--- src/hdl/brnl_ram.sv ---
// brnl_ram: generic simple dual-port ram, one write port, one registered read port
// no dependencies
`timescale 1ns / 1ps

module brnl_ram #(
  parameter int unsigned WIDTH = 8,
  parameter int unsigned DEPTH = 256,
  localparam int unsigned AW   = (DEPTH > 1) ? $clog2(DEPTH) : 1
) (
  input  logic             clk_i,
  input  logic             we_i,
  input  logic [AW-1:0]    waddr_i,
  input  logic [WIDTH-1:0] wdata_i,
  input  logic             re_i,
  input  logic [AW-1:0]    raddr_i,
  output logic [WIDTH-1:0] rdata_o
);

  logic [WIDTH-1:0] mem_q [DEPTH];
  logic [WIDTH-1:0] rdata_q;

  always_ff @(posedge clk_i) begin
    if (we_i) begin
      mem_q[waddr_i] <= wdata_i;
    end
  end

  always_ff @(posedge clk_i) begin
    if (re_i) begin
      rdata_q <= mem_q[raddr_i];
    end
  end

  assign rdata_o = rdata_q;

endmodule

--- config.mk ---
export PLATFORM = sky130hd
export DESIGN_NAME = brnl_ram
export DESIGN_NICKNAME = d
export VERILOG_FILES = /design/src/hdl/brnl_ram.sv
export SDC_FILE = /design/constraint.sdc
export NUM_CORES = 2
export LEC_CHECK = 0
export ABC_AREA = 1
export BUFFER_PORTS_ARGS = -buffer_cell sky130_fd_sc_hd__buf_4
export CAP_MARGIN = 40
export CORE_ASPECT_RATIO = 0.8
export CORE_MARGIN = 5
export CORE_UTILIZATION = 25
export CTS_BUF_LIST = sky130_fd_sc_hd__clkbuf_4 sky130_fd_sc_hd__clkbuf_8
export DETAILED_ROUTE_END_ITERATION = 10
export PLACE_DENSITY = 0.44
export SYNTH_ARGS = -nofsm -noshare
export SYNTH_HDL_FRONTEND = slang
export SYNTH_SLANG_ARGS = --single-unit
--- constraint.sdc ---
create_clock -name clk_i -period 3.24 [get_ports clk_i]
set_input_delay 0.324 -clock clk_i [delete_from_list [all_inputs] [get_ports clk_i]]
set_output_delay 0.324 -clock clk_i [all_outputs]
set_load 0.01 [all_outputs]
Word level (Yosys, flattened, before mapping)
Memories as Yosys holds them, arrays and structs flattened. A register that Yosys moved wholly into a read port is not among the register bits.
Index checks and enable logic that the tools add are counted.

cells by class
  muxes and demuxes = 2

operators by type and width
  kind               number
  1-bit two-way mux  2

word-level totals
  output and inout port bits = 8
  memories = 1
  memory bits (writable) = 2048
  register bits = 0
  logic and storage cells = 3

memories
  name   depth  bits a word  rd ports  clocked after Yosys merged registers in  wr ports  line  source
  mem_q  256    8            1         1                                        1         19    logic [WIDTH-1:0] mem_q [DEPTH];

Logic depth before layout (Yosys ltp)
  depth in word-level cells = 2
  mapped depth = 15
  gate-level depth less buffers = 11

Worst setup path before layout
No wires, ideal clock.

  path type = input port to flip-flop
  start = in we_i
  end = mem mem_q[162][0], enable pin
  setup time = 0.370 ns
  arrival time = 1.445 ns
  setup slack = 1.425 ns
  stages on the path = 4
  required time = 2.870 ns
  path through = clkbuf_1 > nand3_1 > clkbuf_1 > nor2_1

between the ends
  cells in the longest elaborated chain, start to end = 2

RTL lines
  what                                     line  source
  start, declared                          11    input logic we_i,
  1-bit two-way mux                        23    if (we_i) begin
  1-bit two-way mux (not written as such)  24    mem_q[waddr_i] <= wdata_i;
  end, declared                            19

No other way between the ends.

==> qor.yml <==
worstSetupPathType: "in2reg"
endpoint_kind: "register"
ys_warn_count: 0
seqCellArea_um2: 61740
avgSynthCellArea_um2: 11.92
drive_above_1_share_pct: 13.94
die_area_um2: 345600
slowest_delay_ps: 290
power_density_nw_per_um2: 559.6
outcome: "finished clean"
p_sw_uw: 13400
power.internal_uw: 41600
cpMostUsedCell: "nand3_1"
postPlaceCellArea_um2: 92050
wl_per_cell_um: 22.96
final_common_cell: "nand2_1"
clockRootBuffer: "clkbuf_8"
worstMarginPinSlew_ps: 1091
synthMuxAreaShare_pct: 0
cp_max_fo: 70
grt_pass1_vias: 55110
portBuffers: 34
track_usage_pct: 15.45
cp_top_family: "simple AND/OR/NAND/NOR gates"
ys_types: 13
min_period_ps: 2396
p_comb_share_pct: 7.0
pin_count: 35
grt_pass1_wl_mm: 400.5
vias: 56360
fin_crit_sh_pct: 73.95
p_leak_uw: 0.03418
synthToLayoutAreaGrowth_pct: 17.76
die_h_um: 526.8
final_cell_mix: "nand2_1, edfxtp_1, nand3_1"
initial_utilization_pct: 25.14
clock_latency_ps: 940
h-tree-depth: 5
routed_wl_mm: 276.7
postRouteAntennaNets: 0
first_pass_iters: 6
pwr-share-seq_pct: 53.4
fin_area_um2: 98300
dp_slack_ps: -77.98
critPathLaunchType: "input port"
swShare_pct: 24.37
rsz0062_at_grt: "false"
syn_inst: 7003
hpwl_mm: 168.4
setup_viol: 0
final_core_util_pct: 29.61
synth_xor_area_share_pct: 0
drc: 0
cts-buffers-inserted: 328
clockBufferDepth: 4
hold_class: "in2reg"
tns_ps: 0
required_ps: 4020
whs_ps: 196.4
cp.arrival_ps: 3180
first_iter_violations: 5876
hold_viol: 0
synth_top_family_by_area: "simple AND/OR/NAND/NOR gates"
setup_ws_ps: 843.9
postCtsSetupBuffers: 0
fill_cells: 34030
overflow: 0
multiInputGateArea_um2: 19170
maxSlewViolCount: 0
finalClockSkew_ps: 62.82
grt_max_degree: 94
ir_drop_mv: 0.3216
rows: 189
crit_chain: "buf_8 -> inv_16 -> buf_4 -> buf_12 -> nand2_1 -> nand3_1 -> nand3_1 -> nand3_1 -> nand3_1 -> nand3_1 -> nand3_1 -> nand2_1 -> nand2_1 -> nand2_1"
synth-compound-area-share_pct: 0
relSlewSlack_pct: 27.26
cap_violations: 0
yosys_register_bits: 2056
clock.fmax_ghz: 0.4174
clk_pin_slew_ps: 60
die_w_um: 656.1
syn-num-nets: 7030
antenna_found_initial: 13
viasPerCell: 4.676
critPathBufInv: 4
final_nets: 7443
synth-adder-area-share_pct: 0
routabilityCongestion: 0.8105
core_area_um2: 332000
slowest_stage: "buf_12"
cts_tree: "done"
yosys.area_share.simple_pct: 22.92
syn_area_um2: 83480
p_clk_share_pct: 39.7
clock_sinks: 2056
yosysSeqAreaShare_pct: 73.96
==> flip-flops by register name, indices dropped and copies added, names as in the netlist <==
name,count
mem_q,2048
rdata_o,8
==> through the flow <==
| stage | instances | power, µW |
|---|---|---|
| 6_report | 12050 | 55000 |
| 3_3_place_gp | 11470 | 33770 |
| 5_1_grt | 12050 | 57120 |
| 4_1_cts | 12050 | 55620 |
| 2_1_floorplan | 7003 | 31730 |
| 3_5_place_dp | 11470 | 33760 |
==> logic make-up (layout without fill, tap and decap cells) <==
logic type	after synthesis	count (layout)
buf+inv	522	1174
flops	2056	2056
other cells	0	5
simple gates	4425	4425
==> worst min-delay path, stage by stage <==
cell,delay (ps)
buf_4,140
nand2_1,80
nor2_1,60
nand2_1,110
nor2_1,200
==> cell usage after synthesis (all sizes together) <==
| library cell | number | area share [%] |
|---|---|---|
| nand2 | 2123 | 9.5 |
| nand3 | 2019 | 12 |
| inv | 39 | 0.18 |
| edfxtp | 2056 | 74 |
| buf | 371 | 2.4 |
| clkbuf | 112 | 0.50 |
| nor2 | 283 | 1.3 |
==> what timing repair did <==
item | CTS | global route
hold buffers | 10 | 0
endpoints found under the setup margin | 0 | 0
gates resized for setup | 0 | 0
hold endpoints to repair | 405 | 0
==> area by class of cell <==
type | count | area share (%)
inverters | 39 | 0.1858
clock inverters | 124 | 0.7039
repair buffers | 566 | 5.655
flip-flops and latches | 2056 | 62.81
diodes | 5 | 0.01273
clock buffers | 445 | 5.543
multi-input cells | 4425 | 19.50
well taps | 4393 | 5.592
==> layer usage <==
layer / track usage [%] / share of wire, %
met1: 23.14 / 47
met2: 23.41 / 44
met3: 2.273 / 6.3
met4: 3.797 / 2.4
met5: 0 / 0
==> final timing paths <==
check                 from            end  slack, ps  cells after the start
max             raddr_i[0]     rdata_o[7]        840                     14
min             waddr_i[4]  mem_q[182][2]        200                      5
max reg2reg  mem_q[125][5]     rdata_o[5]        920                     10
min reg2reg  mem_q[211][7]     rdata_o[7]       1040                     10
==> power by group through the flow <==
stage | logic, µW | clock network [µW] | registers, µW
CTS | 3860 | 22400 | 29400
global placement | 3850 | 0 | 29900
floorplan | 1810 | 0 | 29900
detailed placement | 3840 | 0 | 29900
global route | 4120 | 23700 | 29300
finish | 3820 | 21800 | 29400
(Power assumes the default switching activity.)
